`config.mk`:
```
export PLATFORM = sky130hd
export DESIGN_NAME = bsc_fifo
export DESIGN_NICKNAME = d
export VERILOG_FILES = /design/src/hdl/bsc_pkg.sv /design/src/hdl/bsc_fifo.sv
export SDC_FILE = /design/constraint.sdc
export NUM_CORES = 1
export LEC_CHECK = 0
export BUFFER_PORTS_ARGS = -buffer_cell sky130_fd_sc_hd__buf_2
export CAP_MARGIN = 40
export CORE_MARGIN = 8
export CORE_UTILIZATION = 35
export CTS_CLUSTER_SIZE = 12
export DETAILED_ROUTE_END_ITERATION = 16
export PLACE_DENSITY_LB_ADDON = 0.3
export SLEW_MARGIN = 30
export SYNTH_ARGS = -nofsm -noshare
export SYNTH_HDL_FRONTEND = slang
export SYNTH_SLANG_ARGS = --single-unit
export TNS_END_PERCENT = 5
```
`constraint.sdc`:
```
create_clock -name i_clk -period 5 [get_ports i_clk]
set_input_delay 0.5 -clock i_clk [delete_from_list [all_inputs] [get_ports i_clk]]
set_output_delay 0.5 -clock i_clk [all_outputs]
set_load 0.03 [all_outputs]
```
`src/hdl/bsc_pkg.sv`:
```
// ----------------------------------------------------------------------------
// Barometric sensor compensation package
// Types and constants shared by the compensation front end, queue and back end.
// ----------------------------------------------------------------------------
`default_nettype none

package bsc_pkg;

    localparam int QUEUE_DEPTH = 2;
    localparam int ADDR_W      = 5;
    localparam int DATA_W      = 32;
    localparam int QUO_W       = 63;
    localparam int DIV_W       = 48;

    localparam logic signed [64:0] NUM_LIMIT = 65'sd2951479051793528;
    localparam logic signed [63:0] Q_LIMIT   = 64'sd137438953472;

    typedef enum logic [2:0] {
        REG_T1,
        REG_T2,
        REG_T3,
        REG_P1,
        REG_P23,
        REG_P45,
        REG_P67,
        REG_P89
    } t_reg;

    typedef struct packed {
        logic [19:0] raw_temp;
        logic [19:0] raw_press;
    } t_in;

    typedef struct packed {
        logic signed [14:0] temp_tenths;
        logic [19:0]        press_pa;
        logic               press_valid;
    } t_out;

    typedef struct packed {
        logic [15:0]        t1;
        logic signed [15:0] t2;
        logic signed [15:0] t3;
        logic [15:0]        p1;
        logic signed [15:0] p2;
        logic signed [15:0] p3;
        logic signed [15:0] p4;
        logic signed [15:0] p5;
        logic signed [15:0] p6;
        logic signed [15:0] p7;
        logic signed [15:0] p8;
        logic signed [15:0] p9;
    } t_cal;

    typedef struct packed {
        logic signed [14:0]       tenths;
        logic signed [63:0]       prod;
        logic signed [DIV_W-1:0]  div;
    } t_mid;

    typedef struct packed {
        logic signed [14:0] tenths;
        logic               qneg;
        logic               pvalid;
    } t_side;

    typedef struct packed {
        logic [DIV_W-1:0] rem;
        logic [QUO_W-1:0] num;
        logic [QUO_W-1:0] quo;
        logic [DIV_W-1:0] dmag;
        t_side            side;
    } t_dstg;

endpackage

`default_nettype wire

```
`src/hdl/bsc_fifo.sv`:
```
// ----------------------------------------------------------------------------
// Compensation queue
// Short register queue between the front end and the divider back end.
// ----------------------------------------------------------------------------
`default_nettype none

module bsc_fifo #(
    parameter int DEPTH = bsc_pkg::QUEUE_DEPTH
) (
    input  logic          i_clk,
    input  logic          i_rst_n,
    input  logic          i_valid,
    output logic          o_ready,
    input  bsc_pkg::t_mid i_data,
    output logic          o_valid,
    input  logic          i_ready,
    output bsc_pkg::t_mid o_data
);

    localparam int PW = (DEPTH > 1) ? $clog2(DEPTH) : 1;
    localparam int CW = $clog2(DEPTH + 1);

    bsc_pkg::t_mid r_mem [DEPTH];
    logic [PW-1:0] r_wr;
    logic [PW-1:0] r_rd;
    logic [CW-1:0] r_cnt;
    logic          w_push;
    logic          w_pop;

    assign o_ready = (r_cnt != CW'(DEPTH));
    assign o_valid = (r_cnt != '0);
    assign o_data  = r_mem[r_rd];
    assign w_push  = i_valid && o_ready;
    assign w_pop   = o_valid && i_ready;

    always_ff @(posedge i_clk) begin
        if (!i_rst_n) begin
            r_wr  <= '0;
            r_rd  <= '0;
            r_cnt <= '0;
        end else begin
            if (w_push) begin
                r_wr <= (r_wr == PW'(DEPTH - 1)) ? '0 : r_wr + 1'b1;
            end
            if (w_pop) begin
                r_rd <= (r_rd == PW'(DEPTH - 1)) ? '0 : r_rd + 1'b1;
            end
            if (w_push && !w_pop) begin
                r_cnt <= r_cnt + 1'b1;
            end else if (w_pop && !w_push) begin
                r_cnt <= r_cnt - 1'b1;
            end
        end
    end

    always_ff @(posedge i_clk) begin
        if (w_push) begin
            r_mem[r_wr] <= i_data;
        end
    end

endmodule

`default_nettype wire

```
==> results of run 1 <==
cell families (layout without fill, tap and decap cells):
| kind of cell | Yosys count | count (layout) | synth area share, % |
|---|---|---|---|
| flip-flops | 259 | 259 | 81.2 |
| other | 0 | 5 | 0 |
| AO/OA/AOI/OAI | 5 | 5 | 0.368 |
| AND/OR/NAND/NOR | 9 | 9 | 0.684 |
| XOR/XNOR | 3 | 3 | 0.276 |
| buffers and inverters | 15 | 314 | 1.10 |
| adder cells (fa/ha/maj) | 1 | 1 | 0.131 |
| multiplexers | 127 | 127 | 16.2 |
sequential cells by signal (all words and copies together) (netlist names), named ones only:
register,cells
r_mem,254
r_wr,1
r_rd,1
r_cnt,2
synthesized netlist by cell type, types with 2 or more instances:
| cell type | n | area (sq um) |
|---|---|---|
| mux2_2 | 97 | 1090 |
| mux2_4 | 30 | 450 |
| xnor2_1 | 2 | 17.5 |
| edfxtp_1 | 254 | 7630 |
| buf_2 | 9 | 45.0 |
| and2_1 | 4 | 25.0 |
| dfxtp_1 | 5 | 100 |
| buf_6 | 5 | 56.3 |
per-stage QoR:
step	hold WS, ns	total power, mW
after floorplan	0.512	4.31
after global placement	0.524	4.80
after detailed placement	0.581	4.86
after CTS	0.117	6.73
after global routing	0.121	6.92
final	0.154	6.63
power by group:
part	internal, mW	total (mW)	switching, mW	leakage [nW]
registers	2.71	2.81	0.101	2.41
clock network	1.07	1.84	0.774	0.398
logic	0.720	1.98	1.26	1.70
total	4.50	6.63	2.13	4.52
cell type report:
type,count,area [sq um]
Antenna cell,5,12.5
Clock buffer,33,719
Clock inverter,15,103
Fill cell,2336,14700
Inverter,1,8.76
Multi-Input combinational cell,145,1690
Sequential cell,259,7730
Tap cell,341,427
Timing Repair Buffer,265,1430
routing by layer:
| metal | share of wire [%] | vias to the layer above | global-route usage [%] |
|---|---|---|---|
| li1 | - | 2233 | - |
| met1 | 40 | 2359 | 13.5 |
| met2 | 50 | 174 | 20.5 |
| met3 | 7.9 | 41 | 4.55 |
| met4 | 2.3 | 12 | 3.90 |
| met5 | 0.36 | - | 0 |
worst min path at each step:
stage	slack (ns)	endpoint	depth (start not counted)
floorplan	0.51	r_cnt[1]	2
global placement	0.52	r_cnt[1]	2
detailed placement	0.58	r_cnt[1]	2
CTS	0.12	r_mem[0][35]	1
global route	0.12	r_mem[0][118]	1
finish	0.15	r_mem[1][4]	1
critical path, cell delays in order (launching register included):
cell and delay, ns:
dfxtp_4 0.59, buf_12 0.37, mux2_2 0.41, buf_2 0.18
==> impl_metrics.tcl, run 1 <==
set metrics [dict create \
    via_per_inst 4.53 \
    hold_violations 0 \
    port_buffers 259 \
    setup_tns_ns 0 \
    wl_um 20400 \
    p_per_area_nw_per_um2 548 \
    drt_pass1_iterations 4 \
    synth_async_sr_flop_share_pct 0 \
    clkTransAtPathRegs_ns 0.06 \
    die_h_um 181 \
    cts_hold_buffers 0 \
    end_kind "output port" \
    synth_ff_type "edfxtp_1" \
    fin_crit_sh_pct 53.3 \
    hold_class "input pin to register" \
    yosysUniqueCellTypes 21 \
    worst_slack_ns 2.33 \
    drive_gt1_share_pct 60.2 \
    max-cap-violations 0 \
    drcViolationCount 0 \
    synthToLayoutAreaGrowth_pct 27.3 \
    yosysWarnings 0 \
    start_kind "register" \
    mostFrequentLayoutCells "259 x buf_2, 254 x edfxtp_1, 97 x mux2_2" \
    postLayoutCellArea_sq_um 12100 \
    core-area_sq_um 26800 \
    synth_area_sq_um 9510 \
    clk_path_buf_depth 3 \
    place_area_sq_um 11200 \
    path_max_fanout 61 \
    pin_count 260 \
    worstSetupPathType "register to output port" \
    rsz0062_at_grt "no" \
    post_cts_buffers 0 \
    cts_buffers 28 \
    clock_latency_ns 0.53 \
    dpl.cell_count 1009 \
    slew_viol_final 0 \
    crit_required_ns 4.50 \
    status "complete, no violations" \
    finalSetupViolCount 0 \
    cts_tree "yes" \
    cts_sinks 259 \
    synth-seq-cells 259 \
    overflow 0 \
    r2r_end "r_mem[0][67]" \
    fin_nets 832 \
    antenna_found_initial 11 \
    drt_iter0_markers 186 \
    tightest_slew_ns 0.517 \
    pre_cts_slack_ns 2.47 \
    finalNonFillerCells 1064 \
    initial_utilization_pct 35.5 \
    timing.critical_path.to "o_data[50]" \
    p_leak_nw 4.52 \
    grt_pass1_wl_um 30900 \
    grt_max_degree 92 \
    vias 4819 \
    wl_per_cell_um 19.1 \
    die_w_um 181 \
    ys_seq_area_share_pct 81.2 \
    ir_drop_mv 0.392 \
    root_buffer "clkbuf_16" \
    crit_arrival_ns 2.17 \
    grt_pass1_vias 5434 \
    rr_startpoint "r_cnt[0]" \
    layout_min_cycle_time_ns 2.67 \
    synth-edff-count 254 \
    dieArea_sq_um 32700 \
    final_common_cell "buf_2" \
    final_util_pct 45.2 \
    clock.fmax_ghz 0.375 \
    skew_ns 0.0195 \
    slew_headroom_pct 65.6 \
    r2r_setup_slack_ns 2.60 \
    row_count 60 \
    htree_levels 1 \
    synth_fp_nets 551 \
    place_congestion 0.743 \
    syn_area_per_cell_sq_um 22.7 \
    netlist_instances 419 \
    grt.total_usage_pct 11.9 \
    antenna_left 0 \
    r2r_cells 5 \
    place_hpwl_um 14100 \
    hp-start "i_data[4]" \
    ctsResizeCount 0 \
]
Note: power is estimated with default switching activity, not from simulation.
==> run 2: changes to the inputs <==
Clock period 5 ns to 2.5 ns, I/O delays scaled along.
==> run 2 against run 1 <==
Sequential power increased by 98%. Via count increased by 11%. Critical path depth unchanged. Flip-flop and latch count unchanged. Wire length increased by 2.9%. Utilization increased by 4.9 points. Cell count increased by 12%. Power increased by 100%. Hold slack got worse by 0.091 ns. Critical path type unchanged. Critical endpoint is now o_data[9].
==> impl_metrics.tcl, run 2 (same netlist as run 1, synthesis figures left out) <==
set metrics [dict create \
    ctsResizeCount 0 \
    finalNonFillerCells 1189 \
    largest_register_ffs 254 \
    wl_per_cell_um 17.6 \
    clock.fmax_ghz 0.450 \
    htree_levels 1 \
    antenna_found_initial 1 \
    fin_hold_ws_ns 0.0621 \
    hold_class "input pin to register" \
    pre_cts_slack_ns 0.840 \
    place_hpwl_um 13600 \
    crit_required_ns 2.25 \
    core-area_sq_um 26800 \
    hold_violations 0 \
    cts_buffers 28 \
    path_max_fanout 81 \
    crit_arrival_ns 1.97 \
    skew_ns 0.0195 \
    clkTransAtPathRegs_ns 0.06 \
    vias 5340 \
    cp_slowest_cell "mux2_2" \
    die_h_um 181 \
    die_w_um 181 \
    dpl.cell_count 1011 \
    grt.total_usage_pct 12.3 \
    grt_pass1_wl_um 32700 \
    drt_iter0_markers 213 \
    antenna_left 0 \
    layout_min_cycle_time_ns 2.22 \
    finalSetupViolCount 0 \
    rsz0062_at_grt "no" \
    r2r_end "r_mem[0][103]" \
    drt_pass1_iterations 5 \
    register_area_sq_um 7730 \
    cpPeakStageDelay_ns 0.41 \
    ir_drop_mv 0.644 \
    critical_path.cell_chain "buf_12 > mux2_2 > buf_2" \
    multiInputGateArea_sq_um 1690 \
    wl_um 21000 \
    dieArea_sq_um 32700 \
    tightest_slew_ns 0.564 \
    cts_tree "yes" \
    mostFrequentLayoutCells "259 x buf_2, 254 x edfxtp_1, 128 x dlygate4sd3_1" \
    r2r_cells 4 \
    setup_tns_ns 0 \
    cts_sinks 259 \
    top_register "r_mem" \
    slew_viol_final 0 \
    slew_headroom_pct 62.4 \
    root_buffer "clkbuf_16" \
    port_buffers 259 \
    end_kind "output port" \
    post_cts_buffers 0 \
    fin_nets 960 \
    p_per_area_nw_per_um2 1010 \
    clock_latency_ns 0.53 \
    clk_path_buf_depth 3 \
    r2r_setup_slack_ns 0.92 \
    drive_gt1_share_pct 51.0 \
    timing.critical_path.to "o_data[9]" \
    cts_hold_buffers 128 \
    synthToLayoutAreaGrowth_pct 41.0 \
    overflow 0 \
    status "complete, no violations" \
    worst_slack_ns 0.279 \
    row_count 60 \
    final_common_cell "buf_2" \
    power_mw 13.6 \
    drcViolationCount 0 \
    max-cap-violations 0 \
    top_regs "r_mem x254, r_cnt x2" \
    rr_startpoint "r_cnt[0]" \
    start_kind "register" \
    grt_max_degree 82 \
    fillerInstances 2202 \
    initial_utilization_pct 35.5 \
    fin_crit_sh_pct 88.8 \
    p_leak_nw 5.05 \
    place_congestion 0.700 \
    worstSetupPathType "register to output port" \
    grt_pass1_vias 6003 \
    pin_count 260 \
    via_per_inst 4.49 \
    hp-start "i_valid" \
]
==> run 2: cell count changes in the layout (fill, tap and decap cells not counted), sizes merged <==
| cell | before | now |
|---|---|---|
| bufinv | 1 | 2 |
| clkbuf | 33 | 40 |
| clkinv | 13 | 5 |
| clkinvlp | 1 | 2 |
| diode | 5 | 1 |
| dlygate4sd3 | 0 | 128 |
==> run 2: worst min-delay path by stage <==
| stage | endpoint | slack [ns] | cells past startpoint |
|---|---|---|---|
| finish | r_wr | 0.06 | 3 |
| CTS | r_wr | 0.04 | 3 |
| global placement | r_mem[1][55] | 0.44 | 1 |
| floorplan | r_mem[0][0] | 0.35 | 0 |
| detailed placement | r_mem[1][91] | 0.44 | 1 |
| global route | r_wr | 0.07 | 3 |
==> run 2: where the power goes <==
part	switching, mW	internal [mW]	total, mW
combinational	2.60	1.57	4.16
clock	1.53	2.32	3.85
sequential	0.144	5.43	5.57
==> run 2: metal layers <==
layer,routed length [um],global-route usage (%),vias to the layer above
li1,-,-,2491
met1,8050,13.4,2623
met2,10700,22.2,193
met3,1750,4.35,33
met4,453,3.24,0
met5,0,0,-
==> run 2: cell type report <==
class / count / share of cell area [%]
Antenna cell: 1 / 0.0187
Sequential cell: 259 / 57.6
Clock inverter: 9 / 0.709
Multi-Input combinational cell: 145 / 12.6
Inverter: 1 / 0.0560
Timing Repair Buffer: 393 / 20.1
Tap cell: 341 / 3.18
Clock buffer: 40 / 5.72
==> run 2: through the flow <==
| stage | utilization (%) | instance area (sq um) |
|---|---|---|
| after detailed placement | 42.0 | 11300 |
| after global placement | 42.0 | 11300 |
| after CTS | 50.0 | 13400 |
| after global routing | 50.1 | 13400 |
| after floorplan | - | 9520 |
| final | 50.1 | 13400 |
==> run 2: critical path: cells and delay by family (launching register included) <==
| kind | cells | cell delay, ns |
|---|---|---|
| muxes | 1 | 0.41 |
| DFF | 1 | 0.37 |
| buffers and inverters | 2 | 0.50 |
==> run 3: changes to the inputs <==
Settings changed: CORE_UTILIZATION 35 to 25.
==> run 3 against run 2 <==
Critical path depth did not move. Sequential share of layout area fell by 1.2 points. Utilization fell by 14 points. Wire length rose by 2.7%. Largest cell class unchanged. Largest power group unchanged.
==> impl_metrics.tcl, run 3 (same netlist as run 1, synthesis figures left out) <==
set metrics [dict create \
    r2r_end "r_mem[0][13]" \
    hold_violations 0 \
    r2r_setup_slack_ns 0.71 \
    drt_iter0_markers 159 \
    final_util_pct 36.5 \
    clock.fmax_ghz 0.463 \
    start_kind "register" \
    p_seq_share_pct 40.2 \
    cts_tree "yes" \
    wl_um 21500 \
    comb_power_share_pct 30.7 \
    place_congestion 0.672 \
    pin_count 260 \
    tightest_slew_ns 0.503 \
    min_to "r_wr" \
    p_leak_nw 5.10 \
    dpl.cell_count 1186 \
    synthToLayoutAreaGrowth_pct 44.0 \
    clkPwrFrac_pct 29.0 \
    fin_nets 966 \
    critical_path.top_delay_family "buffers and inverters" \
    grt_use_met3_pct 3.15 \
    fin_crit_sh_pct 86.5 \
    layout_min_cycle_time_ns 2.16 \
    ir_drop_mv 0.727 \
    place_hpwl_um 14100 \
    p_int_mw 9.43 \
    grt_pass1_wl_um 32900 \
    core-area_sq_um 37600 \
    path_max_fanout 64 \
    htree_levels 1 \
    n_antenna_cell 0 \
    hold_class "input pin to register" \
    drcViolationCount 0 \
    crit_arrival_ns 1.91 \
    grt_pass1_vias 5905 \
    r2r_cells 4 \
    grt_max_degree 65 \
    root_buffer "clkbuf_16" \
    critical_path.cell_chain "buf_12 > mux2_2 > buf_2" \
    critical_path_buf_inv_count 2 \
    initial_utilization_pct 25.3 \
    max-cap-violations 0 \
    top_register "r_mem" \
    row_count 71 \
    die_w_um 211 \
    cpPeakStageDelay_ns 0.40 \
    drive_gt1_share_pct 51.5 \
    end_kind "output port" \
    ctsResizeCount 0 \
    rsz0062_at_grt "no" \
    p_sw_mw 4.36 \
    cp_slowest_cell "mux2_2" \
    via_per_inst 3.87 \
    clock_latency_ns 0.54 \
    cts_sinks 259 \
    mostFrequentLayoutCells "259 x buf_2, 254 x edfxtp_1, 128 x dlygate4sd3_1" \
    top_regs "r_mem x254, r_cnt x2" \
    gr-usage-met1_pct 10.7 \
    dieArea_sq_um 44600 \
    finalNonFillerCells 1365 \
    cts_buffers 29 \
    hp-start "i_valid" \
    finalSetupViolCount 0 \
    grt.total_usage_pct 9.33 \
    vias 5283 \
    antenna_found_initial 0 \
    use_met2_pct 16.2 \
    setup_tns_ns 0 \
    grt_busiest_layer "met2" \
    p_per_area_nw_per_um2 1010 \
    slew_viol_final 0 \
    fin_hold_ws_ns 0.0481 \
    overflow 0 \
    antenna_left 0 \
    status "complete, no violations" \
    drt_pass1_iterations 4 \
    worstSetupPathType "register to output port" \
    port_buffers 259 \
    rr_startpoint "r_cnt[1]" \
    final_common_cell "buf_2" \
    skew_ns 0.0138 \
    die_h_um 211 \
    clkTransAtPathRegs_ns 0.05 \
    min_path_cells 3 \
    clk_path_buf_depth 3 \
    crit_required_ns 2.25 \
    slew_headroom_pct 66.4 \
    wl_per_cell_um 15.8 \
    switching_share_pct 31.6 \
    largest_register_ffs 254 \
]
run 3: changes by cell type in the layout (fill, tap and decap cells not counted):
cell	change
buf_4	+5
clkbuf_1	-4
clkinv_1	+3
clkinv_2	+2
bufinv_16	+1
diode_2	-1
run 3: worst max path at each step:
stage | from | endpoint | slack, ns | depth (start not counted)
4_1_cts | register | o_data[120] | 0.29 | 3
5_1_grt | register | o_data[120] | 0.26 | 3
2_1_floorplan | r_cnt[0] | r_mem[0][0] | -0.46 | 3
3_3_place_gp | r_cnt[0] | r_mem[0][121] | 0.70 | 4
6_report | register | o_data[120] | 0.34 | 3
3_5_place_dp | r_cnt[0] | r_mem[0][116] | 0.66 | 4
run 3: timing repair:
item,in CTS,in global routing
buffers inserted,0,0
hold endpoints to repair,259,0
hold buffers,128,0
run 3: area by class of cell:
| cell class | count | area [sq um] |
|---|---|---|
| well taps | 511 | 639 |
| repair buffers | 398 | 2740 |
| fillers | 3608 | 23900 |
| inverters | 1 | 7.51 |
| clock buffers | 36 | 752 |
| clock inverters | 15 | 146 |
| multi-input cells | 145 | 1690 |
| flip-flops and latches | 259 | 7730 |
run 3: worst min-delay path, cell delays in order:
cell      delay [ns]
buf_2           0.11
a21bo_2         0.12
a21boi_0        0.06
run 3: per-stage QoR:
stage / setup slack (ns) / cell area [sq um] / total power [mW]
after floorplan: -0.455 / 9520 / 8.60
after global placement: 0.704 / 11500 / 9.81
after detailed placement: 0.665 / 11500 / 9.82
after CTS: 0.294 / 13700 / 14.1
after global routing: 0.255 / 13700 / 14.4
final: 0.338 / 13700 / 13.8
run 3: metal layers:
layer  wire length (um)  up-vias
met4                501        0
met5                  0        -
met2              10700      164
met1               8620     2581
li1                   -     2503
met3               1680       35
run 3: power groups by stage:
stage | Clock, mW | Combinational (mW) | Sequential, mW
global placement | 0 | 4.19 | 5.62
global route | 4.30 | 4.51 | 5.60
CTS | 4.16 | 4.35 | 5.55
detailed placement | 0 | 4.18 | 5.64
finish | 4.00 | 4.24 | 5.55
floorplan | 0 | 2.96 | 5.64
